`src/design/midc_pkg.sv`:
```
// Shared opcode constants and types for the MIPS instruction decoder.
`timescale 1ns / 1ps
`default_nettype none

package midc_pkg;

  localparam int unsigned OpW    = 6;
  localparam int unsigned RegW   = 5;
  localparam int unsigned WordW  = 32;
  localparam int unsigned TgtW   = 26;
  localparam int unsigned CfgIdxW = 3;

  typedef logic [OpW-1:0]  op_t;
  typedef logic [RegW-1:0] reg_idx_t;

  // Major opcodes.
  localparam op_t OP_SPECIAL = 6'd0;
  localparam op_t OP_REGIMM  = 6'd1;
  localparam op_t OP_J       = 6'd2;
  localparam op_t OP_JAL     = 6'd3;
  localparam op_t OP_BEQ     = 6'd4;
  localparam op_t OP_BNE     = 6'd5;
  localparam op_t OP_BLEZ    = 6'd6;
  localparam op_t OP_BGTZ    = 6'd7;
  localparam op_t OP_ADDI    = 6'd8;
  localparam op_t OP_ADDIU   = 6'd9;
  localparam op_t OP_SLTI    = 6'd10;
  localparam op_t OP_SLTIU   = 6'd11;
  localparam op_t OP_ANDI    = 6'd12;
  localparam op_t OP_ORI     = 6'd13;
  localparam op_t OP_XORI    = 6'd14;
  localparam op_t OP_LUI     = 6'd15;
  localparam op_t OP_COP0    = 6'd16;
  localparam op_t OP_COP1    = 6'd17;
  localparam op_t OP_BEQL    = 6'd20;
  localparam op_t OP_BNEL    = 6'd21;
  localparam op_t OP_BLEZL   = 6'd22;
  localparam op_t OP_BGTZL   = 6'd23;
  localparam op_t OP_DADDI   = 6'd24;
  localparam op_t OP_DADDIU  = 6'd25;
  localparam op_t OP_LDL     = 6'd26;
  localparam op_t OP_LDR     = 6'd27;
  localparam op_t OP_JALX    = 6'd29;
  localparam op_t OP_LB      = 6'd32;
  localparam op_t OP_LH      = 6'd33;
  localparam op_t OP_LWL     = 6'd34;
  localparam op_t OP_LW      = 6'd35;
  localparam op_t OP_LBU     = 6'd36;
  localparam op_t OP_LHU     = 6'd37;
  localparam op_t OP_LWR     = 6'd38;
  localparam op_t OP_LWU     = 6'd39;
  localparam op_t OP_SB      = 6'd40;
  localparam op_t OP_SH      = 6'd41;
  localparam op_t OP_SWL     = 6'd42;
  localparam op_t OP_SW      = 6'd43;
  localparam op_t OP_SDL     = 6'd44;
  localparam op_t OP_SDR     = 6'd45;
  localparam op_t OP_SWR     = 6'd46;
  localparam op_t OP_CACHE   = 6'd47;
  localparam op_t OP_LL      = 6'd48;
  localparam op_t OP_PREF    = 6'd51;
  localparam op_t OP_LD      = 6'd55;
  localparam op_t OP_SC      = 6'd56;
  localparam op_t OP_SD      = 6'd63;

  // SPECIAL function codes.
  localparam op_t FN_SLL     = 6'd0;
  localparam op_t FN_SRL     = 6'd2;
  localparam op_t FN_SRA     = 6'd3;
  localparam op_t FN_SLLV    = 6'd4;
  localparam op_t FN_SRLV    = 6'd6;
  localparam op_t FN_SRAV    = 6'd7;
  localparam op_t FN_JR      = 6'd8;
  localparam op_t FN_JALR    = 6'd9;
  localparam op_t FN_MOVZ    = 6'd10;
  localparam op_t FN_MOVN    = 6'd11;
  localparam op_t FN_SYSCALL = 6'd12;
  localparam op_t FN_BREAK   = 6'd13;
  localparam op_t FN_SYNC    = 6'd15;
  localparam op_t FN_MFHI    = 6'd16;
  localparam op_t FN_MTHI    = 6'd17;
  localparam op_t FN_MFLO    = 6'd18;
  localparam op_t FN_MTLO    = 6'd19;
  localparam op_t FN_DSLLV   = 6'd20;
  localparam op_t FN_DSRLV   = 6'd22;
  localparam op_t FN_DSRAV   = 6'd23;
  localparam op_t FN_MULT    = 6'd24;
  localparam op_t FN_MULTU   = 6'd25;
  localparam op_t FN_DIV     = 6'd26;
  localparam op_t FN_DIVU    = 6'd27;
  localparam op_t FN_DMULT   = 6'd28;
  localparam op_t FN_DMULTU  = 6'd29;
  localparam op_t FN_DDIV    = 6'd30;
  localparam op_t FN_DDIVU   = 6'd31;
  localparam op_t FN_ADD     = 6'd32;
  localparam op_t FN_ADDU    = 6'd33;
  localparam op_t FN_SUB     = 6'd34;
  localparam op_t FN_SUBU    = 6'd35;
  localparam op_t FN_AND     = 6'd36;
  localparam op_t FN_OR      = 6'd37;
  localparam op_t FN_XOR     = 6'd38;
  localparam op_t FN_NOR     = 6'd39;
  localparam op_t FN_SLT     = 6'd42;
  localparam op_t FN_SLTU    = 6'd43;
  localparam op_t FN_DADD    = 6'd44;
  localparam op_t FN_DADDU   = 6'd45;
  localparam op_t FN_DSUB    = 6'd46;
  localparam op_t FN_DSUBU   = 6'd47;
  localparam op_t FN_DSLL    = 6'd56;
  localparam op_t FN_DSRL    = 6'd58;
  localparam op_t FN_DSRA    = 6'd59;
  localparam op_t FN_DSLL32  = 6'd60;
  localparam op_t FN_DSRL32  = 6'd62;
  localparam op_t FN_DSRA32  = 6'd63;

  // COP0 function codes in the CO form.
  localparam op_t C0_TLBR      = 6'd1;
  localparam op_t C0_TLBWI     = 6'd2;
  localparam op_t C0_TLBWR     = 6'd6;
  localparam op_t C0_TLBP      = 6'd8;
  localparam op_t C0_RFE       = 6'd16;
  localparam op_t C0_ERET      = 6'd24;
  localparam op_t C0_DERET     = 6'd31;
  localparam op_t C0_WAIT      = 6'd32;
  localparam op_t C0_STANDBY   = 6'd33;
  localparam op_t C0_SUSPEND   = 6'd34;
  localparam op_t C0_HIBERNATE = 6'd35;

  // COP0 rs sub-opcodes.
  localparam reg_idx_t RS_MF  = 5'd0;
  localparam reg_idx_t RS_DMF = 5'd1;
  localparam reg_idx_t RS_MT  = 5'd4;
  localparam reg_idx_t RS_DMT = 5'd5;

  // REGIMM rt sub-opcodes.
  localparam reg_idx_t RT_BLTZ   = 5'd0;
  localparam reg_idx_t RT_BGEZ   = 5'd1;
  localparam reg_idx_t RT_BLTZL  = 5'd2;
  localparam reg_idx_t RT_BGEZL  = 5'd3;
  localparam reg_idx_t RT_BLTZAL = 5'd16;
  localparam reg_idx_t RT_BGEZAL = 5'd17;

  // Configuration register indexes.
  localparam logic [CfgIdxW-1:0] CFG_MIPS4  = 3'd0;
  localparam logic [CfgIdxW-1:0] CFG_64BIT  = 3'd1;
  localparam logic [CfgIdxW-1:0] CFG_ERET   = 3'd2;
  localparam logic [CfgIdxW-1:0] CFG_RFE    = 3'd3;
  localparam logic [CfgIdxW-1:0] CFG_POWER  = 3'd4;
  localparam logic [CfgIdxW-1:0] CFG_MIPS16 = 3'd5;
  localparam logic [CfgIdxW-1:0] CFG_FPU    = 3'd6;
  localparam logic [CfgIdxW-1:0] CFG_LLSC   = 3'd7;

  typedef struct packed {
    logic mips4;
    logic en64;
    logic eret;
    logic rfe;
    logic power;
    logic mips16;
    logic fpu;
    logic llsc;
  } cfg_t;

  // Feature-independent classification made in the middle stage.
  typedef struct packed {
    logic op_special;
    logic op_regimm;
    logic op_cop0;
    logic op_branch;
    logic op_jalx;
    logic op_likely;
    logic op_fpu;
    logic op_llsc;
    logic op_base;
    logic op_64;
    logic op_mips4;
    logic sp_ok;
    logic sp_ok64;
    logic sp_ok4;
    logic sp_jump;
    logic ri_br;
    logic ri_lk;
    logic c0_ok;
    logic c0_ok64;
    logic c0_co;
    logic co_ok;
    logic co_rfe;
    logic co_eret;
    logic co_wait;
    logic co_pwr;
    logic co_hib;
  } class_t;

endpackage

`default_nettype wire

```
`src/design/mips_insn_decode_classify.sv`:
```
// Top level of the pipelined MIPS instruction decoder and classifier.
`timescale 1ns / 1ps
`default_nettype none

// A request is one instruction word with its address, taken at a rising
// clock edge where start is high and busy is low. busy never rises, so a
// request may be issued in every cycle.
// Three register stages: input capture, opcode/function classification,
// then the feature-switch combine into the result registers. The result of
// a request is marked by out_valid for exactly one cycle, and results leave
// in request order at one per cycle.
// The receiver cannot stall, so nothing is ever held back inside the block.
// Feature switches are written through cfg_we, cfg_index and cfg_wdata bit 0
// and should only change while no request is in flight.
// Synchronous reset clears the stage valid bits and all feature switches;
// the payload registers keep whatever they held.
// Fields that are plain bit slices of the word travel unchanged through the
// stages next to the classification.
module mips_insn_decode_classify (
  input  wire logic                           clk,
  input  wire logic                           rst_n,
  input  wire logic                           start,
  output logic                                busy,
  input  wire logic [midc_pkg::WordW-1:0]     in_insn_word,
  input  wire logic [midc_pkg::WordW-1:0]     in_insn_address,
  input  wire logic                           cfg_we,
  input  wire logic [midc_pkg::CfgIdxW-1:0]   cfg_index,
  input  wire logic                           cfg_wdata,
  output logic                                out_valid,
  output logic                                out_recognized,
  output logic                                out_branch_flag,
  output logic                                out_likely_flag,
  output logic                                out_block_end,
  output logic [midc_pkg::WordW-1:0]          out_guest_pc,
  output logic [midc_pkg::OpW-1:0]            out_major_op,
  output logic [midc_pkg::RegW-1:0]           out_field_rs,
  output logic [midc_pkg::RegW-1:0]           out_field_rt,
  output logic [midc_pkg::RegW-1:0]           out_field_rd,
  output logic [midc_pkg::RegW-1:0]           out_shift_amount,
  output logic [midc_pkg::OpW-1:0]            out_function_code,
  output logic [midc_pkg::TgtW-1:0]           out_jump_target
);

  midc_pkg::cfg_t   cfg_r;

  logic                       s1_valid_r;
  logic [midc_pkg::WordW-1:0] s1_word_r;
  logic [midc_pkg::WordW-1:0] s1_pc_r;

  logic                       s2_valid_r;
  logic [midc_pkg::WordW-1:0] s2_word_r;
  logic [midc_pkg::WordW-1:0] s2_pc_r;
  midc_pkg::class_t           s2_cls_r;
  midc_pkg::class_t           s2_cls_nxt;

  logic                       out_valid_r;
  logic                       ok_nxt;
  logic                       br_nxt;
  logic                       lk_nxt;
  logic                       end_nxt;
  logic                       ok_r;
  logic                       br_r;
  logic                       lk_r;
  logic                       end_r;
  logic [midc_pkg::WordW-1:0] word_r;
  logic [midc_pkg::WordW-1:0] pc_r;

  midc_pkg::op_t     s1_op;
  midc_pkg::op_t     s1_fn;
  midc_pkg::reg_idx_t s1_rs;
  midc_pkg::reg_idx_t s1_rt;

  assign busy = 1'b0;

  // Feature switches.
  always_ff @(posedge clk) begin
    if (!rst_n) begin
      cfg_r <= '0;
    end else if (cfg_we) begin
      case (cfg_index)
        midc_pkg::CFG_MIPS4:  cfg_r.mips4  <= cfg_wdata;
        midc_pkg::CFG_64BIT:  cfg_r.en64   <= cfg_wdata;
        midc_pkg::CFG_ERET:   cfg_r.eret   <= cfg_wdata;
        midc_pkg::CFG_RFE:    cfg_r.rfe    <= cfg_wdata;
        midc_pkg::CFG_POWER:  cfg_r.power  <= cfg_wdata;
        midc_pkg::CFG_MIPS16: cfg_r.mips16 <= cfg_wdata;
        midc_pkg::CFG_FPU:    cfg_r.fpu    <= cfg_wdata;
        midc_pkg::CFG_LLSC:   cfg_r.llsc   <= cfg_wdata;
        default: ;
      endcase
    end
  end

  // Stage 1: capture the request.
  always_ff @(posedge clk) begin
    if (!rst_n) begin
      s1_valid_r <= 1'b0;
    end else begin
      s1_valid_r <= start && !busy;
    end
  end

  always_ff @(posedge clk) begin
    s1_word_r <= in_insn_word;
    s1_pc_r   <= in_insn_address;
  end

  assign s1_op = s1_word_r[31:26];
  assign s1_rs = s1_word_r[25:21];
  assign s1_rt = s1_word_r[20:16];
  assign s1_fn = s1_word_r[5:0];

  // Stage 2: classify the opcode, function code and sub-opcodes.
  always_comb begin
    s2_cls_nxt = '0;

    unique case (s1_op) inside
      midc_pkg::OP_SPECIAL: s2_cls_nxt.op_special = 1'b1;
      midc_pkg::OP_REGIMM:  s2_cls_nxt.op_regimm  = 1'b1;
      midc_pkg::OP_COP0:    s2_cls_nxt.op_cop0    = 1'b1;
      midc_pkg::OP_J, midc_pkg::OP_JAL, midc_pkg::OP_BEQ, midc_pkg::OP_BNE,
      midc_pkg::OP_BLEZ, midc_pkg::OP_BGTZ:
        s2_cls_nxt.op_branch = 1'b1;
      midc_pkg::OP_JALX:    s2_cls_nxt.op_jalx    = 1'b1;
      midc_pkg::OP_BEQL, midc_pkg::OP_BNEL, midc_pkg::OP_BLEZL, midc_pkg::OP_BGTZL:
        s2_cls_nxt.op_likely = 1'b1;
      midc_pkg::OP_COP1:    s2_cls_nxt.op_fpu     = 1'b1;
      midc_pkg::OP_LL, midc_pkg::OP_SC:
        s2_cls_nxt.op_llsc = 1'b1;
      midc_pkg::OP_ADDI, midc_pkg::OP_ADDIU, midc_pkg::OP_SLTI, midc_pkg::OP_SLTIU,
      midc_pkg::OP_ANDI, midc_pkg::OP_ORI, midc_pkg::OP_XORI, midc_pkg::OP_LUI,
      midc_pkg::OP_LB, midc_pkg::OP_LH, midc_pkg::OP_LWL, midc_pkg::OP_LW,
      midc_pkg::OP_LBU, midc_pkg::OP_LHU, midc_pkg::OP_LWR, midc_pkg::OP_SB,
      midc_pkg::OP_SH, midc_pkg::OP_SWL, midc_pkg::OP_SW, midc_pkg::OP_SWR,
      midc_pkg::OP_CACHE:
        s2_cls_nxt.op_base = 1'b1;
      midc_pkg::OP_DADDI, midc_pkg::OP_DADDIU, midc_pkg::OP_LDL, midc_pkg::OP_LDR,
      midc_pkg::OP_LWU, midc_pkg::OP_SDL, midc_pkg::OP_SDR, midc_pkg::OP_LD,
      midc_pkg::OP_SD:
        s2_cls_nxt.op_64 = 1'b1;
      midc_pkg::OP_PREF:    s2_cls_nxt.op_mips4   = 1'b1;
      default: ;
    endcase

    unique case (s1_fn) inside
      midc_pkg::FN_SLL, midc_pkg::FN_SRL, midc_pkg::FN_SRA, midc_pkg::FN_SLLV,
      midc_pkg::FN_SRLV, midc_pkg::FN_SRAV, midc_pkg::FN_JR, midc_pkg::FN_JALR,
      midc_pkg::FN_SYSCALL, midc_pkg::FN_BREAK, midc_pkg::FN_SYNC,
      midc_pkg::FN_MFHI, midc_pkg::FN_MTHI, midc_pkg::FN_MFLO, midc_pkg::FN_MTLO,
      midc_pkg::FN_MULT, midc_pkg::FN_MULTU, midc_pkg::FN_DIV, midc_pkg::FN_DIVU,
      midc_pkg::FN_ADD, midc_pkg::FN_ADDU, midc_pkg::FN_SUB, midc_pkg::FN_SUBU,
      midc_pkg::FN_AND, midc_pkg::FN_OR, midc_pkg::FN_XOR, midc_pkg::FN_NOR,
      midc_pkg::FN_SLT, midc_pkg::FN_SLTU:
        s2_cls_nxt.sp_ok = 1'b1;
      midc_pkg::FN_DSLLV, midc_pkg::FN_DSRLV, midc_pkg::FN_DSRAV,
      midc_pkg::FN_DMULT, midc_pkg::FN_DMULTU, midc_pkg::FN_DDIV, midc_pkg::FN_DDIVU,
      midc_pkg::FN_DADD, midc_pkg::FN_DADDU, midc_pkg::FN_DSUB, midc_pkg::FN_DSUBU,
      midc_pkg::FN_DSLL, midc_pkg::FN_DSRL, midc_pkg::FN_DSRA,
      midc_pkg::FN_DSLL32, midc_pkg::FN_DSRL32, midc_pkg::FN_DSRA32:
        s2_cls_nxt.sp_ok64 = 1'b1;
      midc_pkg::FN_MOVZ, midc_pkg::FN_MOVN:
        s2_cls_nxt.sp_ok4 = 1'b1;
      default: ;
    endcase

    s2_cls_nxt.sp_jump = (s1_fn == midc_pkg::FN_JR) || (s1_fn == midc_pkg::FN_JALR);

    unique case (s1_fn) inside
      midc_pkg::C0_TLBR, midc_pkg::C0_TLBWI, midc_pkg::C0_TLBWR, midc_pkg::C0_TLBP,
      midc_pkg::C0_DERET:
        s2_cls_nxt.co_ok = 1'b1;
      midc_pkg::C0_RFE:      s2_cls_nxt.co_rfe  = 1'b1;
      midc_pkg::C0_ERET:     s2_cls_nxt.co_eret = 1'b1;
      midc_pkg::C0_WAIT:     s2_cls_nxt.co_wait = 1'b1;
      midc_pkg::C0_STANDBY, midc_pkg::C0_SUSPEND:
        s2_cls_nxt.co_pwr = 1'b1;
      midc_pkg::C0_HIBERNATE: begin
        s2_cls_nxt.co_pwr = 1'b1;
        s2_cls_nxt.co_hib = 1'b1;
      end
      default: ;
    endcase

    // The branch-likely REGIMM forms are a subset of the recognised branches.
    s2_cls_nxt.ri_lk = (s1_rt == midc_pkg::RT_BLTZL) || (s1_rt == midc_pkg::RT_BGEZL);
    s2_cls_nxt.ri_br = s2_cls_nxt.ri_lk ||
                       (s1_rt == midc_pkg::RT_BLTZ) || (s1_rt == midc_pkg::RT_BGEZ) ||
                       (s1_rt == midc_pkg::RT_BLTZAL) || (s1_rt == midc_pkg::RT_BGEZAL);

    s2_cls_nxt.c0_ok   = (s1_rs == midc_pkg::RS_MF) || (s1_rs == midc_pkg::RS_MT);
    s2_cls_nxt.c0_ok64 = (s1_rs == midc_pkg::RS_DMF) || (s1_rs == midc_pkg::RS_DMT);
    // Any rs with its top bit set is the CO form.
    s2_cls_nxt.c0_co   = s1_rs[midc_pkg::RegW-1];
  end

  always_ff @(posedge clk) begin
    if (!rst_n) begin
      s2_valid_r <= 1'b0;
    end else begin
      s2_valid_r <= s1_valid_r;
    end
  end

  always_ff @(posedge clk) begin
    s2_word_r <= s1_word_r;
    s2_pc_r   <= s1_pc_r;
    s2_cls_r  <= s2_cls_nxt;
  end

  // Stage 3: apply the feature switches.
  always_comb begin
    ok_nxt = (s2_cls_r.op_special &&
              (s2_cls_r.sp_ok || (s2_cls_r.sp_ok64 && cfg_r.en64) ||
               (s2_cls_r.sp_ok4 && cfg_r.mips4))) ||
             (s2_cls_r.op_regimm && s2_cls_r.ri_br) ||
             (s2_cls_r.op_cop0 &&
              (s2_cls_r.c0_ok || (s2_cls_r.c0_ok64 && cfg_r.en64) ||
               (s2_cls_r.c0_co &&
                (s2_cls_r.co_ok || (s2_cls_r.co_rfe && cfg_r.rfe) ||
                 ((s2_cls_r.co_eret || s2_cls_r.co_wait) && cfg_r.eret) ||
                 (s2_cls_r.co_pwr && cfg_r.power))))) ||
             s2_cls_r.op_branch || s2_cls_r.op_likely || s2_cls_r.op_base ||
             (s2_cls_r.op_jalx && cfg_r.mips16) ||
             (s2_cls_r.op_fpu && cfg_r.fpu) ||
             (s2_cls_r.op_llsc && cfg_r.llsc) ||
             (s2_cls_r.op_64 && cfg_r.en64) ||
             (s2_cls_r.op_mips4 && cfg_r.mips4);

    br_nxt = (s2_cls_r.op_special && s2_cls_r.sp_jump) ||
             (s2_cls_r.op_regimm && s2_cls_r.ri_br) ||
             s2_cls_r.op_branch || s2_cls_r.op_jalx || s2_cls_r.op_likely;

    lk_nxt = (s2_cls_r.op_regimm && s2_cls_r.ri_lk) || s2_cls_r.op_likely;

    end_nxt = s2_cls_r.op_cop0 && s2_cls_r.c0_co &&
              ((s2_cls_r.co_eret && cfg_r.eret) || (s2_cls_r.co_hib && cfg_r.power));
  end

  always_ff @(posedge clk) begin
    if (!rst_n) begin
      out_valid_r <= 1'b0;
    end else begin
      out_valid_r <= s2_valid_r;
    end
  end

  always_ff @(posedge clk) begin
    ok_r   <= ok_nxt;
    br_r   <= br_nxt;
    lk_r   <= lk_nxt;
    end_r  <= end_nxt;
    word_r <= s2_word_r;
    pc_r   <= s2_pc_r;
  end

  assign out_valid         = out_valid_r;
  assign out_recognized    = ok_r;
  assign out_branch_flag   = br_r;
  assign out_likely_flag   = lk_r;
  assign out_block_end     = end_r;
  assign out_guest_pc      = pc_r;
  assign out_major_op      = word_r[31:26];
  assign out_field_rs      = word_r[25:21];
  assign out_field_rt      = word_r[20:16];
  assign out_field_rd      = word_r[15:11];
  assign out_shift_amount  = word_r[10:6];
  assign out_function_code = word_r[5:0];
  assign out_jump_target   = word_r[midc_pkg::TgtW-1:0];

  // A result comes out only for a request that was taken.
  a_latency: assert property (@(posedge clk) disable iff (!rst_n)
    out_valid |-> $past(start, 3))
    else $error("result strobe without a matching request");

  a_pc_carry: assert property (@(posedge clk) disable iff (!rst_n)
    out_valid |-> out_guest_pc == $past(in_insn_address, 3))
    else $error("guest address lost in the pipeline");

  a_likely_branch: assert property (@(posedge clk) disable iff (!rst_n)
    out_valid && out_likely_flag |-> out_branch_flag && out_recognized)
    else $error("likely flag on a non-branch");

  a_block_end: assert property (@(posedge clk) disable iff (!rst_n)
    out_valid && out_block_end |-> out_recognized && out_major_op == midc_pkg::OP_COP0)
    else $error("block end outside a recognised COP0 instruction");

endmodule

`default_nettype wire

```
`config.mk`:
```
export PLATFORM = sky130hd
export DESIGN_NAME = mips_insn_decode_classify
export DESIGN_NICKNAME = d
export VERILOG_FILES = /design/src/design/midc_pkg.sv /design/src/design/mips_insn_decode_classify.sv
export SDC_FILE = /design/constraint.sdc
export NUM_CORES = 1
export LEC_CHECK = 0
export ABC_CLOCK_PERIOD_IN_PS = 1600
export CORE_UTILIZATION = 59
export CTS_CLUSTER_DIAMETER = 200
export DETAILED_ROUTE_END_ITERATION = 12
export DONT_BUFFER_PORTS = 1
export PLACE_DENSITY_LB_ADDON = 0.3
export SLEW_MARGIN = 15
export SYNTH_ARGS = -nofsm -noshare
export SYNTH_HDL_FRONTEND = slang
export SYNTH_SLANG_ARGS = --single-unit
```
`constraint.sdc`:
```
create_clock -name clk -period 1.6 [get_ports clk]
set_clock_uncertainty 0.15 [all_clocks]
set_input_delay 0.48 -clock clk [delete_from_list [all_inputs] [get_ports clk]]
set_output_delay 0.48 -clock clk [all_outputs]
set_load 0.05 [all_outputs]
```
==> impl_metrics.tcl <==
set metrics [dict create \
    status "finished with violations" \
    violations "setup timing" \
    synthSimpleGateAreaFrac_pct 7.867 \
    place_ws_ps 186.4 \
    clock_latency_ps 550 \
    synth_ff_type "dfxtp_1" \
    worst-path-buf-inv 1 \
    synth-seq-cells 232 \
    synth_top_family_by_area "simple AND/OR/NAND/NOR gates" \
    drtIter0Drc 75 \
    fin_crit_sh_pct 106.9 \
    cpMaxStageDelayCell "dfxtp_2" \
    rsz0062_at_grt "true" \
    finalHoldViolations 0 \
    synth_top_cell_by_area "dfxtp_1" \
    netlist_instances 380 \
    synth-xor-area-share_pct 0 \
    synth_warnings 0 \
    cts_buffers 21 \
    fin_crit_ps 1710 \
    ctsLongestPathBuffers 3 \
    drcViolationCount 0 \
    grt_pass1_vias 3118 \
    pwr_density_cell_nw_per_um2 1510 \
    synthToLayoutAreaGrowth_pct 36.29 \
    grt_max_degree 18 \
    final_max_slew_viol_count 0 \
    yosysTopAreaCellShare_pct 82.49 \
    path_clk_slew_ps 70 \
    path_class "flip-flop to output port" \
    start_kind "flip-flop" \
    place.gp.congestion 0.7920 \
    nNetsFinal 542 \
    routed_wl_mm 10.77 \
    ir_drop_v 0.001182 \
    cp.required_ps 970 \
    finalSetupViolCount 85 \
    start_util_pct 60.93 \
    cts_htree_levels 1 \
    cts_tree "yes" \
    clock-sinks 232 \
    rows 35 \
    synth_edf_count 0 \
    timing.critical_path.cells "buf_12" \
    yosysMostFrequentCell "dfxtp_1" \
    critPathCaptureType "output port" \
    vias_per_cell 4.792 \
    wl_per_cell_um 17.55 \
    critPathTopFamily "flip-flops" \
    antenna_left 0 \
    die_h_um 99.69 \
    p_leak_uw 0.003114 \
    layout-drive-gt1-share_pct 28.93 \
    grt_usage_pct 21.82 \
    grt_pass1_wl_mm 16.42 \
    synth_common_cells "dfxtp_1, buf_4, nand2_1, nor2b_1, nor2_1" \
    core_um2 9240 \
    finalWorstSetupSlack_ps -109.9 \
    grt_overflow 0 \
    cap_violations 0 \
    vias 2942 \
    synth_compound_area_share_pct 3.578 \
    boundaryPins 168 \
    dp_hpwl_mm 5.644 \
    die_w_um 99.69 \
    first_pass_iters 4 \
    max_stage_delay_ps 350 \
    syn-cell-area_um2 5630 \
    die_area_um2 9938 \
    worstPathMaxFanout 2 \
    io_buffers 0 \
    synth_mux_area_share_pct 1.600 \
    synthAdderAreaFrac_pct 0 \
    p_total_uw 11580 \
    yosys-top-cells-area "dfxtp_1, buf_4, mux2i_1" \
    antenna_found_initial 1 \
    worstHoldPathType "primary input to flip-flop" \
    synth_area_per_cell_um2 14.82 \
    root_buffer "clkbuf_8" \
    critPathArrivalTime_ps 1080 \
    seq_area_frac_synth_pct 82.49 \
    async_reset_ff_share_pct 0 \
    synth_fp_nets 452 \
    synthDistinctLibCells 41 \
    fmax_mhz 584.8 \
]
layout make-up:
cell class / instances / area, um^2
multi-input cells: 112 / 738.2
diodes: 1 / 2.502
inverters: 1 / 3.754
clock inverters: 9 / 67.56
fillers: 438 / 1567
well taps: 129 / 161.4
flip-flops and latches: 232 / 4818
clock buffers: 28 / 558.0
repair buffers: 102 / 1324
power breakdown:
part	internal [uW]	switching [uW]
Combinational	321	395
Clock	2440	2040
Sequential	6050	325
Total	8820	2760
state kept, by name, summed over array words and instances, names as in the netlist:
register / flops
cfg_r: 8
out_recognized: 1
out_likely_flag: 1
s2_word_r: 32
s1_pc_r: 32
s1_valid_r: 1
out_valid: 1
word_r: 32
out_block_end: 1
s2_cls_r: 25
s2_valid_r: 1
s1_word_r: 32
s2_pc_r: 32
out_branch_flag: 1
out_guest_pc: 32
final timing paths:
check          startpoint              endpoint  slack [ps]  depth (start not counted)
max             word_r[5]  out_function_code[5]        -110                          1
min          cfg_index[1]              cfg_r[7]          70                          3
max reg2reg  s1_word_r[2]          s2_cls_r[14]          60                          3
min reg2reg   s2_pc_r[21]      out_guest_pc[21]         170                          0
layer usage:
layer  wire [um]  GRT usage (%)  up-vias
met2        5911          40.95      128
met4         319          8.258        0
met3         691          6.325       27
met1        3850          22.87     1378
met5           0              0        -
li1            -              -     1409
cell families (layout without fill, tap and decap cells):
family                 Yosys count  in the layout
DFF                            232            232
and+or+nand+nor                 74             74
buffers and inverters           36            140
AOI/OAI and AO/OA               28             28
muxes                            9              9
other                            1              2
metrics by stage:
stage	util (%)	TNS (ps)	area [um^2]	hold slack, ps	cells
after floorplan	-	0	5630	159.6	380
after detailed placement	66.27	0	6123	162.1	509
after global routing	83.05	-7855	7674	110.5	614
after CTS	82.87	-6882	7657	32.01	613
after global placement	66.27	0	6123	159.6	509
final	83.05	-4498	7674	66.72	614
cell usage in the layout, fill, tap and decap left out, types with 5 or more instances in the layout:
cell type | netlist | routed
dfxtp_2 | 0 | 34
nor2b_1 | 13 | 13
clkbuf_16 | 0 | 18
nor4_1 | 5 | 5
dfxtp_1 | 232 | 163
a21oi_1 | 6 | 6
nor2_1 | 12 | 12
nand2_1 | 13 | 13
dlygate4sd3_1 | 0 | 66
clkbuf_8 | 0 | 7
mux2i_1 | 9 | 9
buf_12 | 0 | 25
buf_8 | 0 | 10
dfxtp_4 | 0 | 35
repair_timing:
item,4_1_cts,5_1_grt
buffers inserted,0,0
hold buffers,67,0
resized for setup,121,4
hold endpoints to repair,75,0
endpoints found under the setup margin,95,96
(Power assumes the default switching activity.)
